[src/rtl/core/gws_pkg.sv]
package gws_pkg;

  // default largest half width of the window
  localparam int HALF_KERNEL_MAX_DEF = 31;

  // line length before the position wraps
  localparam int LINE_MAX = 4096;
  localparam int POS_W    = $clog2(LINE_MAX);

  // field widths
  localparam int SAMPLE_WIDTH = 16;
  localparam int WEIGHT_WIDTH = 16;
  localparam int KH_W         = 5;
  localparam int WIDX_W       = 5;

  // half width after reset
  localparam logic [KH_W-1:0] KERNEL_HALF_RST = KH_W'(10);

  // input transaction kinds
  localparam logic FUNC_SAMPLE = 1'b0;
  localparam logic FUNC_WEIGHT = 1'b1;

endpackage

[src/rtl/core/gws_div.sv]
module gws_div #(
  parameter int DVD_W = 38,
  parameter int DVS_W = 22,
  parameter int QW    = 16
) (
  input  logic             clk,
  input  logic             rst_n,
  input  logic             start,
  input  logic [DVD_W-1:0] dividend,
  input  logic [DVS_W-1:0] divisor,
  output logic             done,
  output logic [QW-1:0]    quotient
);

  localparam int STEP_W = $clog2(QW + 1);

  logic [DVS_W-1:0]  rem_r;
  logic [QW-1:0]     quo_r;
  logic [STEP_W-1:0] step_r;
  logic              busy_r;
  logic              done_r;
  logic [DVS_W:0]    trial;
  logic              fits;

  // restoring step: one quotient bit per cycle
  assign trial = {rem_r, quo_r[QW-1]};
  assign fits  = (trial >= {1'b0, divisor});

  // step counter, quotient is known to stay below 2**QW
  always_ff @(posedge clk) begin
    if (!rst_n) begin
      busy_r <= 1'b0;
      done_r <= 1'b0;
      step_r <= '0;
    end else begin
      done_r <= 1'b0;
      if (start) begin
        busy_r <= 1'b1;
        step_r <= STEP_W'(QW);
      end else if (busy_r) begin
        step_r <= step_r - 1'b1;
        if (step_r == STEP_W'(1)) begin
          busy_r <= 1'b0;
          done_r <= 1'b1;
        end
      end
    end
  end

  // partial remainder starts with the high dividend bits
  always_ff @(posedge clk) begin
    if (start) begin
      rem_r <= dividend[QW+DVS_W-1:QW];
      quo_r <= dividend[QW-1:0];
    end else if (busy_r) begin
      rem_r <= fits ? DVS_W'(trial - {1'b0, divisor}) : trial[DVS_W-1:0];
      quo_r <= {quo_r[QW-2:0], fits};
    end
  end

  assign done     = done_r;
  assign quotient = quo_r;

endmodule

[src/rtl/core/gaussian_window_smoother.sv]
// one result walks up to 2*kernel_half+1 taps (63 for a half width of 31)
// the shared multiply-accumulate walks the taps one a cycle, a 1-bit restoring divider follows
// a sample that releases no result and a weight write leave in_ready high; the last sample of a line
// releases up to kernel_half+1 results back to back through the same loop
// reset (rst_n low, synchronous): control state cleared, weights read as zero, kernel_half = 10
// the sample ring is not cleared; only samples of the current line are ever read
module gaussian_window_smoother #(
  parameter int HALF_KERNEL_MAX = gws_pkg::HALF_KERNEL_MAX_DEF
) (
  input  logic                                   clk,
  input  logic                                   rst_n,
  input  logic                                   in_valid,
  output logic                                   in_ready,
  input  logic                                   in_func,
  input  logic signed [gws_pkg::SAMPLE_WIDTH-1:0] in_sample,
  input  logic                                   in_sample_last,
  input  logic [gws_pkg::WIDX_W-1:0]             in_weight_index,
  input  logic [gws_pkg::WEIGHT_WIDTH-1:0]       in_weight_value,
  output logic                                   out_valid,
  input  logic                                   out_ready,
  output logic signed [gws_pkg::SAMPLE_WIDTH-1:0] out_smoothed,
  output logic [gws_pkg::POS_W-1:0]              out_position,
  output logic                                   out_run_end,
  output logic                                   out_line_end,
  output logic                                   out_long_line,
  input  logic                                   cfg_valid,
  output logic                                   cfg_ready,
  input  logic [gws_pkg::KH_W-1:0]               cfg_kernel_half
);

  import gws_pkg::*;

  localparam int RING_LEN = 2 * HALF_KERNEL_MAX + 2;
  localparam int RING_AW  = $clog2(RING_LEN);
  localparam int IDX_W    = RING_AW + 1;
  localparam int CNT_W    = $clog2(RING_LEN + 1);
  localparam int WT_DEPTH = HALF_KERNEL_MAX + 1;
  localparam int WT_AW    = $clog2(WT_DEPTH);
  localparam int TAP_W    = $clog2(2 * HALF_KERNEL_MAX + 2);
  localparam int PROD_W   = SAMPLE_WIDTH + WEIGHT_WIDTH + 1;
  localparam int ACC_W    = PROD_W + TAP_W;
  localparam int WSUM_W   = WEIGHT_WIDTH + TAP_W;
  localparam int QW       = SAMPLE_WIDTH;

  typedef enum logic [2:0] {
    S_IDLE,
    S_SETUP,
    S_MAC,
    S_DRAIN,
    S_DIV,
    S_DIVW,
    S_EMIT
  } state_t;

  state_t state_r;

  // configuration and line state
  logic [KH_W-1:0]    kh_r;
  logic [POS_W-1:0]   cnt_r;
  logic [CNT_W-1:0]   avail_r;
  logic [RING_AW-1:0] wr_ptr_r;
  logic               ovf_r;
  logic [WT_DEPTH-1:0] wt_vld_r;

  // per transaction sequencing
  logic [POS_W-1:0]   newest_r;
  logic [CNT_W-1:0]   k_r;
  logic [CNT_W-1:0]   a_r;
  logic [CNT_W-1:0]   g_r;
  logic [CNT_W-1:0]   hi_r;
  logic               flush_r;
  logic               s1_v_r;
  logic               s2_v_r;
  logic               div_start_r;
  logic               neg_r;
  logic signed [SAMPLE_WIDTH-1:0] res_r;

  // output register
  logic                           out_valid_r;
  logic signed [SAMPLE_WIDTH-1:0] out_smoothed_r;
  logic [POS_W-1:0]               out_position_r;
  logic                           out_run_end_r;
  logic                           out_line_end_r;
  logic                           out_long_line_r;

  // memories and datapath
  logic [SAMPLE_WIDTH-1:0]        ring_mem [RING_LEN];
  logic [WEIGHT_WIDTH-1:0]        wt_mem [WT_DEPTH];
  logic signed [SAMPLE_WIDTH-1:0] ring_q_r;
  logic [WEIGHT_WIDTH-1:0]        wt_q_r;
  logic                           wt_v_q_r;
  logic signed [PROD_W-1:0]       prod_r;
  logic [WEIGHT_WIDTH-1:0]        wp_r;
  logic signed [ACC_W-1:0]        acc_r;
  logic [WSUM_W-1:0]              wsum_r;

  // combinational helpers
  logic               in_acc;
  logic               smp_acc;
  logic               wgt_wr;
  logic [CNT_W-1:0]   k_cfg;
  logic [CNT_W-1:0]   avail_inc;
  logic [CNT_W-1:0]   span_hi;
  logic [CNT_W-1:0]   lo_nxt;
  logic [CNT_W-1:0]   hi_nxt;
  logic [IDX_W-1:0]   idx_raw;
  logic [RING_AW-1:0] ring_idx;
  logic [WT_AW-1:0]   d_sel;
  logic [WEIGHT_WIDTH-1:0] w_eff;
  logic [ACC_W-1:0]   acc_mag;
  logic               div_done;
  logic [QW-1:0]      div_q;
  logic [POS_W:0]     pos_wide;
  logic               out_load;
  logic               last_emit;

  // handshakes
  assign in_acc    = in_valid && in_ready;
  assign smp_acc   = in_acc && (in_func == FUNC_SAMPLE);
  assign wgt_wr    = in_acc && (in_func == FUNC_WEIGHT) &&
                     (int'(in_weight_index) <= HALF_KERNEL_MAX);
  assign in_ready  = (state_r == S_IDLE);
  assign cfg_ready = 1'b1;

  // half width clamped to HALF_KERNEL_MAX
  assign k_cfg = (int'(kh_r) > HALF_KERNEL_MAX) ? CNT_W'(HALF_KERNEL_MAX) : CNT_W'(kh_r);
  assign avail_inc = (avail_r < CNT_W'(RING_LEN)) ? avail_r + 1'b1 : avail_r;

  // tap range of the current center, clipped to the samples held
  assign span_hi = a_r + k_r;
  assign lo_nxt  = (a_r > k_r) ? a_r - k_r : '0;
  assign hi_nxt  = (span_hi >= avail_r) ? avail_r - 1'b1 : span_hi;

  // ring slot of the tap g_r steps old
  assign idx_raw  = IDX_W'(wr_ptr_r) + IDX_W'(RING_LEN - 1) - IDX_W'(g_r);
  assign ring_idx = (idx_raw >= IDX_W'(RING_LEN)) ? RING_AW'(idx_raw - IDX_W'(RING_LEN))
                                                  : idx_raw[RING_AW-1:0];
  assign d_sel    = (a_r > g_r) ? WT_AW'(a_r - g_r) : WT_AW'(g_r - a_r);
  assign w_eff    = wt_v_q_r ? wt_q_r : '0;

  // magnitude for the unsigned divider
  assign acc_mag = acc_r[ACC_W-1] ? ACC_W'(-acc_r) : ACC_W'(acc_r);

  // position of the center sample, wrapped into the line
  assign pos_wide = {1'b0, newest_r}
                  + ((newest_r < POS_W'(a_r)) ? (POS_W+1)'(LINE_MAX) : '0)
                  - (POS_W+1)'(a_r);

  assign out_load  = (state_r == S_EMIT) && (!out_valid_r || out_ready);
  assign last_emit = !flush_r || (a_r == '0);

  // sequencer and output register
  always_ff @(posedge clk) begin
    if (!rst_n) begin
      state_r     <= S_IDLE;
      kh_r        <= KERNEL_HALF_RST;
      cnt_r       <= '0;
      avail_r     <= '0;
      wr_ptr_r    <= '0;
      ovf_r       <= 1'b0;
      wt_vld_r    <= '0;
      s1_v_r      <= 1'b0;
      s2_v_r      <= 1'b0;
      div_start_r <= 1'b0;
      out_valid_r <= 1'b0;
    end else begin
      s1_v_r      <= (state_r == S_MAC);
      s2_v_r      <= s1_v_r;
      div_start_r <= 1'b0;
      if (cfg_valid && cfg_ready) begin
        kh_r <= cfg_kernel_half;
      end
      if (wgt_wr) begin
        wt_vld_r[WT_AW'(in_weight_index)] <= 1'b1;
      end
      if (out_valid_r && out_ready) begin
        out_valid_r <= 1'b0;
      end
      case (state_r)
        S_IDLE: begin
          if (smp_acc) begin
            if (cnt_r == '0 && avail_r != '0) begin
              ovf_r <= 1'b1;
            end
            newest_r <= cnt_r;
            cnt_r    <= (cnt_r == POS_W'(LINE_MAX - 1)) ? '0 : cnt_r + 1'b1;
            wr_ptr_r <= (wr_ptr_r == RING_AW'(RING_LEN - 1)) ? '0 : wr_ptr_r + 1'b1;
            avail_r  <= avail_inc;
            k_r      <= k_cfg;
            flush_r  <= in_sample_last;
            if (in_sample_last) begin
              a_r     <= (k_cfg < avail_inc) ? k_cfg : avail_inc - 1'b1;
              state_r <= S_SETUP;
            end else if (k_cfg < avail_inc) begin
              a_r     <= k_cfg;
              state_r <= S_SETUP;
            end
          end
        end
        S_SETUP: begin
          g_r     <= lo_nxt;
          hi_r    <= hi_nxt;
          state_r <= S_MAC;
        end
        S_MAC: begin
          if (g_r == hi_r) begin
            state_r <= S_DRAIN;
          end else begin
            g_r <= g_r + 1'b1;
          end
        end
        S_DRAIN: begin
          if (!s1_v_r && !s2_v_r) begin
            state_r <= S_DIV;
          end
        end
        S_DIV: begin
          neg_r <= acc_r[ACC_W-1];
          if (wsum_r == '0) begin
            res_r   <= '0;
            state_r <= S_EMIT;
          end else begin
            div_start_r <= 1'b1;
            state_r     <= S_DIVW;
          end
        end
        S_DIVW: begin
          if (div_done) begin
            res_r   <= neg_r ? SAMPLE_WIDTH'(~div_q + 1'b1) : SAMPLE_WIDTH'(div_q);
            state_r <= S_EMIT;
          end
        end
        S_EMIT: begin
          if (out_load) begin
            out_valid_r     <= 1'b1;
            out_smoothed_r  <= res_r;
            out_position_r  <= pos_wide[POS_W-1:0];
            out_run_end_r   <= last_emit;
            out_line_end_r  <= flush_r && (a_r == '0);
            out_long_line_r <= ovf_r;
            if (!last_emit) begin
              a_r     <= a_r - 1'b1;
              state_r <= S_SETUP;
            end else begin
              if (flush_r) begin
                cnt_r   <= '0;
                avail_r <= '0;
                ovf_r   <= 1'b0;
              end
              state_r <= S_IDLE;
            end
          end
        end
        default: state_r <= S_IDLE;
      endcase
    end
  end

  // sample ring, read data registered
  always_ff @(posedge clk) begin
    if (smp_acc) begin
      ring_mem[wr_ptr_r] <= in_sample;
    end
    ring_q_r <= ring_mem[ring_idx];
  end

  // weight table, unwritten entries read as zero through the valid bits
  always_ff @(posedge clk) begin
    if (wgt_wr) begin
      wt_mem[WT_AW'(in_weight_index)] <= in_weight_value;
    end
    wt_q_r   <= wt_mem[d_sel];
    wt_v_q_r <= wt_vld_r[d_sel];
  end

  // shared multiply then accumulate
  always_ff @(posedge clk) begin
    prod_r <= ring_q_r * $signed({1'b0, w_eff});
    wp_r   <= w_eff;
    if (state_r == S_SETUP) begin
      acc_r  <= '0;
      wsum_r <= '0;
    end else if (s2_v_r) begin
      acc_r  <= acc_r + ACC_W'(prod_r);
      wsum_r <= wsum_r + WSUM_W'(wp_r);
    end
  end

  gws_div #(
    .DVD_W (ACC_W),
    .DVS_W (WSUM_W),
    .QW    (QW)
  ) u_div (
    .clk      (clk),
    .rst_n    (rst_n),
    .start    (div_start_r),
    .dividend (acc_mag),
    .divisor  (wsum_r),
    .done     (div_done),
    .quotient (div_q)
  );

  assign out_valid     = out_valid_r;
  assign out_smoothed  = out_smoothed_r;
  assign out_position  = out_position_r;
  assign out_run_end   = out_run_end_r;
  assign out_line_end  = out_line_end_r;
  assign out_long_line = out_long_line_r;

endmodule

[config.mk]
export PLATFORM = sky130hd
export DESIGN_NAME = gaussian_window_smoother
export DESIGN_NICKNAME = d
export VERILOG_FILES = /design/src/rtl/core/gws_pkg.sv /design/src/rtl/core/gws_div.sv /design/src/rtl/core/gaussian_window_smoother.sv
export SDC_FILE = /design/constraint.sdc
export NUM_CORES = 2
export LEC_CHECK = 0
export ABC_AREA = 1
export BUFFER_PORTS_ARGS = -buffer_cell sky130_fd_sc_hd__buf_2
export CAP_MARGIN = 25
export CORE_ASPECT_RATIO = 0.7
export CORE_MARGIN = 2
export CORE_UTILIZATION = 44
export DETAILED_ROUTE_END_ITERATION = 16
export GPL_ROUTABILITY_DRIVEN = 0
export SYNTH_ARGS = -nofsm -noshare
export SYNTH_HDL_FRONTEND = slang
export SYNTH_SLANG_ARGS = --single-unit
[constraint.sdc]
create_clock -name clk -period 7.1 [get_ports clk]
set_input_delay 0.71 -clock clk [delete_from_list [all_inputs] [get_ports clk]]
set_output_delay 0.71 -clock clk [all_outputs]
set_load 0.005 [all_outputs]
==> out/results.ini <==
[run_status]
status = finished clean

[synth]
yosysTopAreaCell = edfxtp_1
ys_seq_area_frac = 0.5978
synthAdderAreaFrac = 0.07990
synth_top_family_by_area = simple AND/OR/NAND/NOR gates
synthXorXnorAreaFrac = 0.01262
synthCells = 8292
syn-num-nets = 8799
synth_area_leaders = edfxtp_1, dfxtp_1, nor2_1, fa_1, nand2_1
async_flop_share = 0
synth-warning-count = 0
synth_cell_type_count = 56
synth_compound_area_frac = 0.08912
ys_seq_elements = 1881
synthSimpleGateAreaFrac = 0.1402
synth-edff-count = 1661
muxShareOfSynthArea = 0.03287
avgSynthCellArea_sq_um = 10.95
synth_ff_type = edfxtp_1
synth.cell_area_sq_um = 90800
synth.top_cell.area_share = 0.5493

[critical_path]
slowest_delay_ps = 630
slowest_stage = dfxtp_1
criticalPathCategory = reg2reg
end_kind = flip-flop
path_max_fanout = 16
path_buf_inv = 5
cp_common_cell = fa_1
rrSetupSlack_ps = 740
critPathLaunchType = flip-flop
worstPathRequired_ps = 7790
crit_chain = nand2_1 -> clkinv_1 -> nand2_1 -> fa_1 -> fa_1 -> inv_1 -> fa_1 -> fa_1 -> fa_1 -> inv_1 -> fa_1 -> inv_1 -> ha_1 -> nand2_1 -> nor2_1 -> inv_1 -> nor3_1 -> nand3_1 -> nand3_1 -> a21oi_1 -> xnor2_1
critical-path-top-delay-family = adder cells
cp.arrival_ps = 7050

[layout]
final_common_cell = edfxtp_1
final_cell_mix = edfxtp_1, nor2_1, nand2_1
fillCellCount = 18210
nNetsFinal = 8855
drive_above_1_share = 0.09954
syn_to_final_growth_pct = 10.83

[route]
wl_per_cell_um = 22.75
vias_per_cell = 5.654
drt_iter0_drc = 7788
drt-total-wl_mm = 255.9
vias = 63620
detail_route.first_pass.iterations = 7
ant_nets = 0
drc = 0

[clocking]
cts_buffer_depth = 4
clock-root-buffer = clkbuf_16
cts.sinks = 1881
ctsHoldBuffers = 0
clk_pin_slew_ps = 60
h-tree-depth = 4
clk_latency_ps = 840
tritoncts = yes
post_cts_buffers = 0
cts_resized = 0
cts_buffers = 191

[sta]
drv_slew = 0
fin_crit_sh = 0.8961
finalSetupTns_ps = 0
max_freq_mhz = 157.2
skew_ps = 51.25
hold_violations = 0
rsz0062_at_grt = false
relSlewSlack = 0.3176
setup_viol = 0
finalCriticalPeriod_ps = 6362
worstMarginPinSlew_ps = 1024
hold_slack_ps = 86.26

[die]
start_util = 0.4428
fp.dieW_um = 547.0
die_height_um = 384.1
rows = 139
die_area_sq_um = 210100
core-area_sq_um = 205000
io_pins = 83

[global_routing]
grt_pass1_vias = 59980
grt_first_pass_wirelength_mm = 382.1
antenna_found_initial = 5
track_usage = 0.2384
grt_overflow_total = 0
grt_max_degree = 173

[power_and_ir_drop]
leakagePower_nw = 37.79
ir_drop_mv = 0.5016
power_density_nw_per_um2 = 461.1

[placement]
dpl.hpwl_mm = 161.6
io_buffers = 81

[run]
drv_cap = 0

[worst_hold_path]
min_path_type = in2reg

-- area by class of cell --
| type | instances | area [sq um] | share of cell area |
|---|---|---|---|
| Sequential cell | 1881 | 54280 | 0.5394 |
| Clock buffer | 235 | 5076 | 0.05044 |
| Timing Repair Buffer | 256 | 1852 | 0.01840 |
| Tap cell | 2749 | 3440 | 0.03418 |
| Antenna cell | 4 | 10.01 | 0.00009947 |
| Multi-Input combinational cell | 5303 | 32360 | 0.3216 |
| Clock inverter | 109 | 899.6 | 0.008940 |
| Inverter | 715 | 2703 | 0.02686 |
-- tightest hold or removal path: stages --
cell,delay [ps]
buf_2,80
a21oi_1,50
o21ai_0,60
-- per-layer routing --
| layer | part of all wire | wire length (um) | vias to the layer above | GRT usage |
|---|---|---|---|---|
| met1 | 0.47 | 120500 | 31320 | 0.3790 |
| met2 | 0.40 | 103200 | 2822 | 0.3262 |
| li1 | - | - | 29160 | - |
| met5 | 0.000047 | 12 | - | 0 |
| met3 | 0.10 | 26520 | 321 | 0.05180 |
| met4 | 0.022 | 5732 | 2 | 0.05762 |
-- cell usage after synthesis, types with 36 or more instances --
cell type / n
a21oi_1: 216
buf_1: 36
buf_2: 52
clkbuf_1: 286
dfxtp_1: 220
edfxtp_1: 1661
fa_1: 203
ha_1: 255
inv_1: 688
mux2_2: 265
nand2_1: 1072
nand3_1: 664
nand4_1: 52
nor2_1: 1161
nor3_1: 58
o211ai_1: 93
o21ai_0: 794
o221ai_1: 180
xnor2_1: 44
xor2_1: 85
-- state kept, by name (all words and copies together) (netlist names), 12 cells and up --
register / count
u_div.rem_r: 22
u_div.quotient: 16
newest_r: 12
ring_q_r: 16
wp_r: 16
prod_r: 33
acc_r: 39
out_position: 12
wt_mem: 512
res_r: 16
wt_q_r: 16
wt_vld_r: 32
cnt_r: 12
wsum_r: 22
ring_mem: 1024
out_smoothed: 16
-- final timing paths --
| check | cells after the start | endpoint | from |
|---|---|---|---|
| hold / removal | 3 | kh_r[1] | cfg_kernel_half[1] |
| setup / recovery | 21 | prod_r[28] | wt_v_q_r |
| hold reg to reg | 0 | out_smoothed[7] | res_r[7] |
| setup reg to reg | 21 | prod_r[28] | wt_v_q_r |
-- where the power goes --
| part | leakage, nW | total (mW) | switching [mW] | internal (mW) |
|---|---|---|---|---|
| Clock | 2.91 | 9.81 | 4.30 | 5.51 |
| Sequential | 16.8 | 13.3 | 0.660 | 12.7 |
| Combinational | 18.1 | 23.3 | 16.1 | 7.14 |
| Total | 37.8 | 46.4 | 21.1 | 25.3 |
-- stage by stage --
| step | cells | total power, mW | area, sq um | setup slack, ps | utilization |
|---|---|---|---|---|---|
| after floorplan | 8292 | 28.58 | 90800 | 1448 | - |
| after global placement | 10900 | 36.10 | 94510 | 935.0 | 0.4609 |
| after detailed placement | 10900 | 36.35 | 94600 | 823.5 | 0.4614 |
| after CTS | 11250 | 46.21 | 100600 | 813.1 | 0.4905 |
| after global routing | 11250 | 49.33 | 100600 | 293.9 | 0.4907 |
| final | 11250 | 46.40 | 100600 | 737.6 | 0.4908 |
-- cell families after synthesis --
family,after synthesis
mux,265
fa+ha+maj,458
xor+xnor,130
other cells,1
buf+inv,1108
simple gates,3062
compound gates,1387
flops,1881
No activity file was read; power rests on OpenSTA's default activity.
